==> src/rgbblur_pkg.sv <==
// ============================================================================
// rgbblur_pkg
// Shared types, constants and helpers for the 3x3 RGB Gaussian blur block.
// ============================================================================
package rgbblur_pkg;

    localparam int unsigned DEF_MAX_WIDTH  = 2048;
    localparam int unsigned DEF_MAX_HEIGHT = 4096;

    localparam int unsigned IMG_WIDTH_W  = 12;
    localparam int unsigned IMG_HEIGHT_W = 13;
    localparam int unsigned CFG_IDX_W    = 8;
    localparam int unsigned CFG_DATA_W   = 16;

    localparam logic [CFG_IDX_W-1:0] REG_IMG_WIDTH  = CFG_IDX_W'(0);
    localparam logic [CFG_IDX_W-1:0] REG_IMG_HEIGHT = CFG_IDX_W'(1);

    localparam int unsigned RESET_IMG_WIDTH  = 640;
    localparam int unsigned RESET_IMG_HEIGHT = 480;

    localparam int unsigned MIN_DIM = 3;

    localparam int unsigned QUEUE_DEPTH = 2;
    localparam int unsigned QUEUE_PTR_W = $clog2(QUEUE_DEPTH);

    typedef struct packed {
        logic [7:0] pix_r;
        logic [7:0] pix_g;
        logic [7:0] pix_b;
    } t_pix_in;

    typedef struct packed {
        logic [7:0] out_r;
        logic [7:0] out_g;
        logic [7:0] out_b;
        logic       frame_end;
    } t_pix_out;

    // One full neighborhood: px[column][row], column 0 is leftmost, row 0 is top.
    typedef struct packed {
        t_pix_in [2:0][2:0] px;
        logic               frame_end;
    } t_win;

    // Last valid index of a dimension after clamping it into [MIN_DIM, maxv].
    function automatic int unsigned dim_last(input int unsigned v, input int unsigned maxv);
        int unsigned eff;
        eff = v;
        if (v < MIN_DIM) begin
            eff = MIN_DIM;
        end else if (v > maxv) begin
            eff = maxv;
        end
        return eff - 1;
    endfunction

endpackage

==> src/rgbblur_queue.sv <==
// ============================================================================
// rgbblur_queue
// Short FIFO of windows between the intake and the filter datapath.
// ============================================================================
module rgbblur_queue
    import rgbblur_pkg::*;
(
    input  logic i_clk,
    input  logic i_rst_n,
    input  logic i_valid,
    output logic o_ready,
    input  t_win i_win,
    output logic o_valid,
    input  logic i_ready,
    output t_win o_win
);

    t_win                 r_mem [QUEUE_DEPTH];
    logic [QUEUE_PTR_W-1:0] r_wr_ptr;
    logic [QUEUE_PTR_W-1:0] r_rd_ptr;
    logic [QUEUE_PTR_W:0]   r_count;

    logic push;
    logic pop;

    assign o_ready = (r_count < (QUEUE_PTR_W + 1)'(QUEUE_DEPTH));
    assign o_valid = (r_count != '0);
    assign push    = i_valid && o_ready;
    assign pop     = o_valid && i_ready;
    assign o_win   = r_mem[r_rd_ptr];

    always_ff @(posedge i_clk) begin
        if (push) begin
            r_mem[r_wr_ptr] <= i_win;
        end
    end

    always_ff @(posedge i_clk) begin
        if (!i_rst_n) begin
            r_wr_ptr <= '0;
            r_rd_ptr <= '0;
            r_count  <= '0;
        end else begin
            if (push) begin
                r_wr_ptr <= (r_wr_ptr == QUEUE_PTR_W'(QUEUE_DEPTH - 1)) ?
                            '0 : r_wr_ptr + QUEUE_PTR_W'(1);
            end
            if (pop) begin
                r_rd_ptr <= (r_rd_ptr == QUEUE_PTR_W'(QUEUE_DEPTH - 1)) ?
                            '0 : r_rd_ptr + QUEUE_PTR_W'(1);
            end
            if (push && !pop) begin
                r_count <= r_count + (QUEUE_PTR_W + 1)'(1);
            end else if (pop && !push) begin
                r_count <= r_count - (QUEUE_PTR_W + 1)'(1);
            end
        end
    end

endmodule

==> config.mk <==
export PLATFORM = sky130hd
export DESIGN_NAME = rgbblur_queue
export DESIGN_NICKNAME = d
export VERILOG_FILES = /design/src/rgbblur_pkg.sv /design/src/rgbblur_queue.sv
export SDC_FILE = /design/constraint.sdc
export NUM_CORES = 1
export LEC_CHECK = 0
export BUFFER_PORTS_ARGS = -buffer_cell sky130_fd_sc_hd__buf_2
export CORE_MARGIN = 2
export CORE_UTILIZATION = 54
export CTS_BUF_LIST = sky130_fd_sc_hd__clkbuf_2 sky130_fd_sc_hd__clkbuf_4 sky130_fd_sc_hd__clkbuf_8
export DETAILED_ROUTE_END_ITERATION = 16
export PLACE_DENSITY_LB_ADDON = 0.3
export SYNTH_ARGS = -nofsm -noshare
export SYNTH_HDL_FRONTEND = slang
export SYNTH_SLANG_ARGS = --single-unit
==> constraint.sdc <==
create_clock -name i_clk -period 16.1 [get_ports i_clk]
set_input_delay 2.415 -clock i_clk [delete_from_list [all_inputs] [get_ports i_clk]]
set_output_delay 2.415 -clock i_clk [all_outputs]
set_load 0.005 [all_outputs]
==> run metrics <==
clock network fraction of total power 0.290; CTS sink cnt 439; Yosys warning count 0; Max IR drop VDD 0.1043 mV; Psw 0.8078 mW; DP Worst Slack 10.49 ns; CTS Buf Count 71; total global routing overflow 0; fmax 163.2 MHz; Sum Neg Setup Slack 0 ns; pwr dens 155.1 mW/mm^2; maxcap violations 0; post-route ant nets 0; core area 0.02980 mm^2; RSZ-0062 raised after global routing false; Cell Rows 63; Synth cell types 18; Crit Path Class reg2out; Clock Latency Late Sink 0.56 ns; hold slack 0.5744 ns; Area Overhead vs Synth 24.03%; port buffer count 439; syn_area_per_cell 23.51 um^2; CTS tree done; Seq/Total Area, Yosys 0.8004; crit-path cells buf_4 -> buf_4 -> mux2_4 -> buf_2; clock-pin slew on the worst setup and hold paths 0.06 ns; Placer Congestion 0.8038; Slew @ Worst Pin 1.075 ns; H-tree Lvls 3; CP required 13.69 ns; Wirelength per Cell 20.20 um; Reg area 0.01314 mm^2; vias in the first global route 8509; Slew Viols, Final 0; part of the power in registers 0.476; Arr. time, crit path 3.71 ns; minimum clock period 6.129 ns; crit path max-delay cell type dfxtp_4; wirelength, routed 33230 um; share of cells above drive strength 1 0.6234; area of the multi-input gates 0.003062 mm^2; final HPWL from detailed placement 22180 um; register bit total from synthesis 439; Most common cell on crit path buf_4; relative slew slack 0.2835; DIE HEIGHT 178.3 um; number of remaining DRC errors 0; Layout Nets 1416; Hold/Removal Path Class reg2reg; CTS Hold Buffers Added 0; worst setup margin 9.971 ns; Tcrit/Tclk final 0.3807; 1st-pass router iterations 4; Worst Setup End Kind output pin; leakage power 7.888 nW; pin count of the biggest net entering global routing 79; DR vias 8322; CP max FO 60; Net Count, Synth 920; switch share 0.2560; total track usage 0.1983; Post-CTS Setup Bufs 0; initial DRC count 522; Fill cells 1989; PostCTS Resize Cnt 0; Logic pwr share 0.234; via/cell ratio 5.059; CP peak stage delay 0.87 ns; Hold Vio Cnt, Final 0; Starting Density 0.5507; Die W 178.3 um; run status completed; CTS max path bufs 3; Die Footprint 0.03180 mm^2; endpoints failing setup 0; Post-Syn Area 0.01641 mm^2; Clock Tree Root clkbuf_8; cells after synthesis 698; initial antenna violation count 6; first-pass GRT wire length 46950 um; Pint 2.348 mW; CP Launch Type register; clock skew 0.02999 ns; # IOs 440
-- worst max-delay path: cells and delay by family, from the launching register on --
| kind | cells | cell delay [ns] |
|---|---|---|
| flops | 1 | 0.87 |
| buf+inv | 3 | 1.79 |
| mux | 1 | 0.36 |
-- final timing paths --
check	startpoint	endpoint	slack, ns	cells after the start
max	register	o_win[103]	9.97	4
min	r_count[1]$_SDFFE_PN0P_	r_count[1]$_SDFFE_PN0P_	0.57	2
max reg2reg	r_count[1]$_SDFFE_PN0P_	r_mem[0][77]$_DFFE_PP_	13.09	4
min reg2reg	r_count[1]$_SDFFE_PN0P_	r_count[1]$_SDFFE_PN0P_	0.57	2
-- layout make-up --
class | count | area share
antenna | 7 | 0.0008607
tap | 390 | 0.02398
inverter | 1 | 0.0001844
timing repair buffer | 447 | 0.1109
clock inverter | 26 | 0.008116
multi-input combinational | 234 | 0.1504
sequential | 439 | 0.6455
clock buffer | 101 | 0.06001
-- sequential cells by signal, summed over array words and instances, names as in the netlist, named ones only --
signal and flops:
r_rd_ptr 1, r_wr_ptr 1, r_count 2, r_mem 434
-- power by group through the flow --
stage / Sequential, mW / Clock (mW) / Combinational [mW]
floorplan: 1.55 / 0 / 0.492
global placement: 1.52 / 0 / 0.737
detailed placement: 1.52 / 0 / 0.748
CTS: 1.50 / 0.941 / 0.750
global route: 1.51 / 0.988 / 0.794
finish: 1.50 / 0.916 / 0.739
-- cells in the mapped netlist (all sizes together) --
| master | instances | area [um^2] |
|---|---|---|
| edfxtp | 434 | 13030 |
| mux2 | 217 | 2932 |
| buf | 24 | 220.2 |
| dfxtp | 5 | 100.1 |
| and2 | 4 | 25.02 |
| nor2b | 3 | 18.77 |
| o21ai | 2 | 10.00 |
| xnor2 | 2 | 17.52 |
| a21boi | 1 | 7.510 |
| ha | 1 | 12.51 |
| inv | 1 | 3.750 |
| o21a | 1 | 7.510 |
| or2 | 1 | 6.260 |
| or3 | 1 | 6.260 |
| xor2 | 1 | 8.760 |
-- routing by layer --
| layer | track usage | routed length [um] | up-vias |
|---|---|---|---|
| li1 | - | - | 3803 |
| met1 | 0.2248 | 12280 | 4071 |
| met5 | 0 | 0 | - |
| met3 | 0.06820 | 3085 | 64 |
| met4 | 0.09316 | 1127 | 0 |
| met2 | 0.3382 | 16740 | 384 |
-- logic make-up (layout without fill, tap and decap cells) --
family          after synthesis  count (layout)  synth area share
fa+ha+maj                     1               1         0.0007624
xor+xnor                      3               3          0.001602
simple gates                  9               9          0.003432
buf+inv                      25             575           0.01365
flops                       439             439            0.8004
compound gates                4               4          0.001525
other cells                   0               7                 0
mux                         217             217            0.1787
-- layout by cell type (no fill, tap or decap), drive strengths merged --
master	n
xor2	1
dfxtp	5
edfxtp	434
a21boi	1
o21a	1
mux2	217
diode	7
or2	1
clkbuf	101
clkinvlp	1
nor2b	3
and2	4
clkinv	21
xnor2	2
bufinv	1
ha	1
buf	447
or3	1
inv	4
o21ai	2
-- per-stage QoR --
step	utilization	instance area [um^2]	cells	power (mW)
final	0.6830	20350	1645	3.156
after global routing	0.6829	20350	1644	3.295
after CTS	0.6824	20330	1638	3.193
after detailed placement	0.6359	18950	1511	2.272
after global placement	0.6359	18950	1511	2.255
after floorplan	-	16410	698	2.039
Note: power is estimated with default switching activity, not from simulation.
