[src/rgbblur_pkg.sv]
// ============================================================================
// rgbblur_pkg
// Shared types, constants and helpers for the 3x3 RGB Gaussian blur block.
// ============================================================================
package rgbblur_pkg;

    localparam int unsigned DEF_MAX_WIDTH  = 2048;
    localparam int unsigned DEF_MAX_HEIGHT = 4096;

    localparam int unsigned IMG_WIDTH_W  = 12;
    localparam int unsigned IMG_HEIGHT_W = 13;
    localparam int unsigned CFG_IDX_W    = 8;
    localparam int unsigned CFG_DATA_W   = 16;

    localparam logic [CFG_IDX_W-1:0] REG_IMG_WIDTH  = CFG_IDX_W'(0);
    localparam logic [CFG_IDX_W-1:0] REG_IMG_HEIGHT = CFG_IDX_W'(1);

    localparam int unsigned RESET_IMG_WIDTH  = 640;
    localparam int unsigned RESET_IMG_HEIGHT = 480;

    localparam int unsigned MIN_DIM = 3;

    localparam int unsigned QUEUE_DEPTH = 2;
    localparam int unsigned QUEUE_PTR_W = $clog2(QUEUE_DEPTH);

    typedef struct packed {
        logic [7:0] pix_r;
        logic [7:0] pix_g;
        logic [7:0] pix_b;
    } t_pix_in;

    typedef struct packed {
        logic [7:0] out_r;
        logic [7:0] out_g;
        logic [7:0] out_b;
        logic       frame_end;
    } t_pix_out;

    // One full neighborhood: px[column][row], column 0 is leftmost, row 0 is top.
    typedef struct packed {
        t_pix_in [2:0][2:0] px;
        logic               frame_end;
    } t_win;

    // Last valid index of a dimension after clamping it into [MIN_DIM, maxv].
    function automatic int unsigned dim_last(input int unsigned v, input int unsigned maxv);
        int unsigned eff;
        eff = v;
        if (v < MIN_DIM) begin
            eff = MIN_DIM;
        end else if (v > maxv) begin
            eff = maxv;
        end
        return eff - 1;
    endfunction

endpackage

[src/rgbblur_back.sv]
// ============================================================================
// rgbblur_back
// Kernel datapath: weights the window per channel, divides by 16, registers it.
// ============================================================================
module rgbblur_back
    import rgbblur_pkg::*;
(
    input  logic     i_clk,
    input  logic     i_rst_n,
    input  logic     i_valid,
    output logic     o_ready,
    input  t_win     i_win,
    output logic     o_valid,
    input  logic     i_ready,
    output t_pix_out o_pix
);

    logic     r_out_valid;
    t_pix_out r_out;
    t_pix_out n_out;

    logic [2:0][2:0][7:0] ch_r;
    logic [2:0][2:0][7:0] ch_g;
    logic [2:0][2:0][7:0] ch_b;

    logic pop;

    // 1-2-1 / 2-4-2 / 1-2-1 weighted sum, truncated by 16.
    function automatic logic [7:0] blur3(input logic [2:0][2:0][7:0] p);
        logic [11:0] s;
        s = {4'b0, p[0][0]} + {3'b0, p[1][0], 1'b0} + {4'b0, p[2][0]}
          + {3'b0, p[0][1], 1'b0} + {2'b0, p[1][1], 2'b0} + {3'b0, p[2][1], 1'b0}
          + {4'b0, p[0][2]} + {3'b0, p[1][2], 1'b0} + {4'b0, p[2][2]};
        return s[11:4];
    endfunction

    always_comb begin
        for (int c = 0; c < 3; c++) begin
            for (int r = 0; r < 3; r++) begin
                ch_r[c][r] = i_win.px[c][r].pix_r;
                ch_g[c][r] = i_win.px[c][r].pix_g;
                ch_b[c][r] = i_win.px[c][r].pix_b;
            end
        end
        n_out.out_r     = blur3(ch_r);
        n_out.out_g     = blur3(ch_g);
        n_out.out_b     = blur3(ch_b);
        n_out.frame_end = i_win.frame_end;
    end

    assign o_ready = !r_out_valid || i_ready;
    assign pop     = i_valid && o_ready;

    always_ff @(posedge i_clk) begin
        if (!i_rst_n) begin
            r_out_valid <= 1'b0;
        end else if (pop) begin
            r_out_valid <= 1'b1;
        end else if (i_ready) begin
            r_out_valid <= 1'b0;
        end
    end

    always_ff @(posedge i_clk) begin
        if (pop) begin
            r_out <= n_out;
        end
    end

    assign o_valid = r_out_valid;
    assign o_pix   = r_out;

endmodule

[config.mk]
export PLATFORM = sky130hd
export DESIGN_NAME = rgbblur_back
export DESIGN_NICKNAME = d
export VERILOG_FILES = /design/src/rgbblur_pkg.sv /design/src/rgbblur_back.sv
export SDC_FILE = /design/constraint.sdc
export NUM_CORES = 1
export LEC_CHECK = 0
export BUFFER_PORTS_ARGS = -buffer_cell sky130_fd_sc_hd__clkbuf_2
export CAP_MARGIN = 25
export CORE_MARGIN = 2
export CORE_UTILIZATION = 25
export DETAILED_ROUTE_END_ITERATION = 7
export PLACE_DENSITY = 0.59
export REMOVE_ABC_BUFFERS = 1
export SLEW_MARGIN = 20
export SYNTH_ARGS = -nofsm -noshare
export SYNTH_HDL_FRONTEND = slang
export SYNTH_SLANG_ARGS = --single-unit
[constraint.sdc]
create_clock -name i_clk -period 4.4 [get_ports i_clk]
set_input_delay 0.66 -clock i_clk [delete_from_list [all_inputs] [get_ports i_clk]]
set_output_delay 0.66 -clock i_clk [all_outputs]
set_load 0.01 [all_outputs]
==> results.py <==
metrics = {
    "drt": {
        "drt-initial-drc-count": 119,
        "via_per_inst": 3.73,
        "via_count": 4299,
        "drc": 0,
        "drt_first_pass_iters": 4,
        "drtAntennaViolNets": 0,
        "avgRoutedWirePerCell_um": 10.9,
        "wirelength_um": 12500,
    },
    "synthesis": {
        "syn_area_um2": 5970,
        "seq_area_frac_synth": 0.129,
        "synthSimpleGateAreaFrac": 0.0321,
        "ys_types": 35,
        "synth-seq-cells": 26,
        "synthAdderAreaFrac": 0.605,
        "yosysTopAreaCell": "fa_1",
        "synth_top_cell_area_share": 0.523,
        "synthMuxAreaShare": 0,
        "synth-xor-area-share": 0.0293,
        "postSynthCellCount": 569,
        "synth_compound_area_frac": 0.0417,
        "synth_top_family_by_area": "adder cells",
        "syn_avg_cell_area_um2": 10.5,
        "synthTopCellsByArea": "fa_1 (52%), inv_1 (16%), edfxtp_1 (13%)",
        "ys_warn_count": 0,
    },
    "timing": {
        "fmax_ghz": 0.233,
        "setup_viol": 0,
        "drv_slew": 0,
        "fin_crit_sh": 0.975,
        "rsz0062_at_grt": "yes",
        "max_slew_margin": 0.647,
        "finalHoldViolCount": 0,
        "final.min_clock_period_ns": 4.29,
        "tightest_slew_ns": 0.523,
        "skew_ns": 0.00436,
    },
    "layout": {
        "drive_gt1_frac": 0.325,
        "fin_cells": 1152,
        "stdcell_area_um2": 7810,
        "final_common_cell": "inv_1",
        "nets": 1250,
        "layout_common_cells": "inv_1 (259), clkbuf_2 (247), fa_1 (154)",
        "area_growth_pct": 30.8,
        "insertedDiodeCount": 0,
    },
    "setup_path": {
        "max_stage_delay_ns": 0.54,
        "arrival_ns": 4.32,
        "criticalPathCategory": "in2reg",
        "crit_path_start_kind": "input pin",
        "path_max_fanout": 2,
        "end_kind": "flop",
        "crit_path_top_delay_cell": "fa_1",
        "crit_chain": "clkbuf_2, inv_1, fa_1, inv_1, fa_1, fa_1, fa_1, or3b_4, fa_2, nor2b_4, nor3_1, o21a_1, buf_4, xnor2_1",
        "cp.required_ns": 4.43,
        "critPathMostFrequentCell": "fa_1",
    },
    "global_route": {
        "grt_usage": 0.103,
        "grt_pass1_wl_um": 20200,
        "antenna_found_initial": 0,
        "grt_pass1_vias": 4472,
        "grt_overflow": 0,
        "grt_max_degree": 26,
    },
    "floorplan": {
        "core_um2": 23500,
        "rows": 56,
        "initial_core_util": 0.254,
        "dieHeight_um": 159,
        "die_x_um": 159,
        "die_area_um2": 25100,
        "ios": 248,
    },
    "cts": {
        "cts_tree": "done",
        "clkSlewWorstSetupHoldPaths_ns": 0.07,
        "cts_max_path_buffers": 2,
        "cts.sinks": 26,
        "numCtsBuffers": 3,
        "cts_hold_buf": 0,
        "clkLatencyLatePin_ns": 0.27,
        "ctsHtreeMaxLevel": 1,
        "cts-root-buf": "clkbuf_16",
    },
    "worst_hold_path": {
        "min_path_type": "reg2reg",
    },
    "pwr": {
        "leakage_nw": 4.42,
        "peakVddDrop_mv": 0.305,
        "p_per_area_nw_per_um2": 640,
        "power_mw": 4.99,
    },
    "placed_design": {
        "hpwl_um": 12100,
        "port_buffers": 247,
        "dp_cells": 1147,
        "routabilityCongestion": 0.771,
        "dpl_cell_area_um2": 7690,
    },
    "run": {
        "max_cap_violations": 0,
    },
    "outcome": {
        "status": "finished clean",
    },
}
## critical path, delay by kind of cell
kind,cells,cell delay (ns)
AO/OA/AOI/OAI,1,0.22
adder cells (fa/ha/maj),5,2.43
AND/OR/NAND/NOR,3,0.59
buffers and inverters,4,0.30
XOR/XNOR,1,0.11
## timing repair
action | in CTS | in global routing
endpoints found under the setup margin | 4 | 6
setup buffers | 1 | 0
gates cloned | 0 | 0
pin swaps | 1 | 5
gates resized for setup | 6 | 5
## cells by family after synthesis
group           Yosys count
buf+inv                 259
fa+ha+maj               195
compound gates           38
simple gates             31
flops                    26
xor+xnor                 20
## path summary, 6_finish.rpt
kind                  start  slack [ns]   endpoint  depth (start not counted)
setup / recovery  i_win[12]        0.11  o_pix[14]                         14
hold / removal      o_valid        0.54    o_valid                          2
setup reg to reg    o_valid        3.16  o_pix[20]                          3
hold reg to reg     o_valid        0.54    o_valid                          2
## per-layer routing
metal / part of all wire / vias up / GRT usage / wire length, um
li1: - / 2121 / - / -
met1: 0.43 / 2063 / 0.135 / 5340
met2: 0.51 / 104 / 0.181 / 6440
met3: 0.046 / 11 / 0.0139 / 572
met4: 0.013 / 0 / 0.0193 / 166
met5: 0 / - / 0 / 0
## power breakdown
part	switching (mW)	internal [mW]
logic	2.09	2.00
registers	0.0390	0.636
clock network	0.0965	0.125
total	2.23	2.76
## synth_stat cells, drive strengths merged
library cell	number
nand2	4
nor4	1
edfxtp	25
nand4	1
nand3	3
nand4b	2
xor2	5
and4	2
ha	39
nor2	2
nor2b	2
a21oi	14
o21a	4
o21ba	1
nand2b	1
o211ai	3
nor3	3
fa	156
dfxtp	1
nand3b	1
or3b	2
a221oi	3
and3	1
o21bai	1
o21ai	6
or3	1
a21boi	1
and4b	1
xnor2	15
inv	259
a2111oi	1
a21o	4
and2	4
## sequential cells by signal, indices dropped and copies added (netlist names)
register and count:
o_pix 25, o_valid 1
## layout make-up
class                   instances  area [um^2]
fillers                      2387        15700
multi-input cells             284         4250
repair buffers                260         1330
inverters                     259          972
flip-flops and latches         26          771
well taps                     319          399
clock buffers                   4         78.8
## through the flow
stage	worst slack, ns	util	hold WS [ns]	TNS, ns
final	0.109	0.333	0.536	0
after global routing	-0.00446	0.333	0.560	-0.00446
after CTS	0.00638	0.332	0.541	0
after detailed placement	-0.450	0.328	0.530	-2.24
after global placement	-0.414	0.328	0.524	-2.22
after floorplan	-0.162	-	0.610	-0.269
No activity file was read; power rests on OpenSTA's default activity.
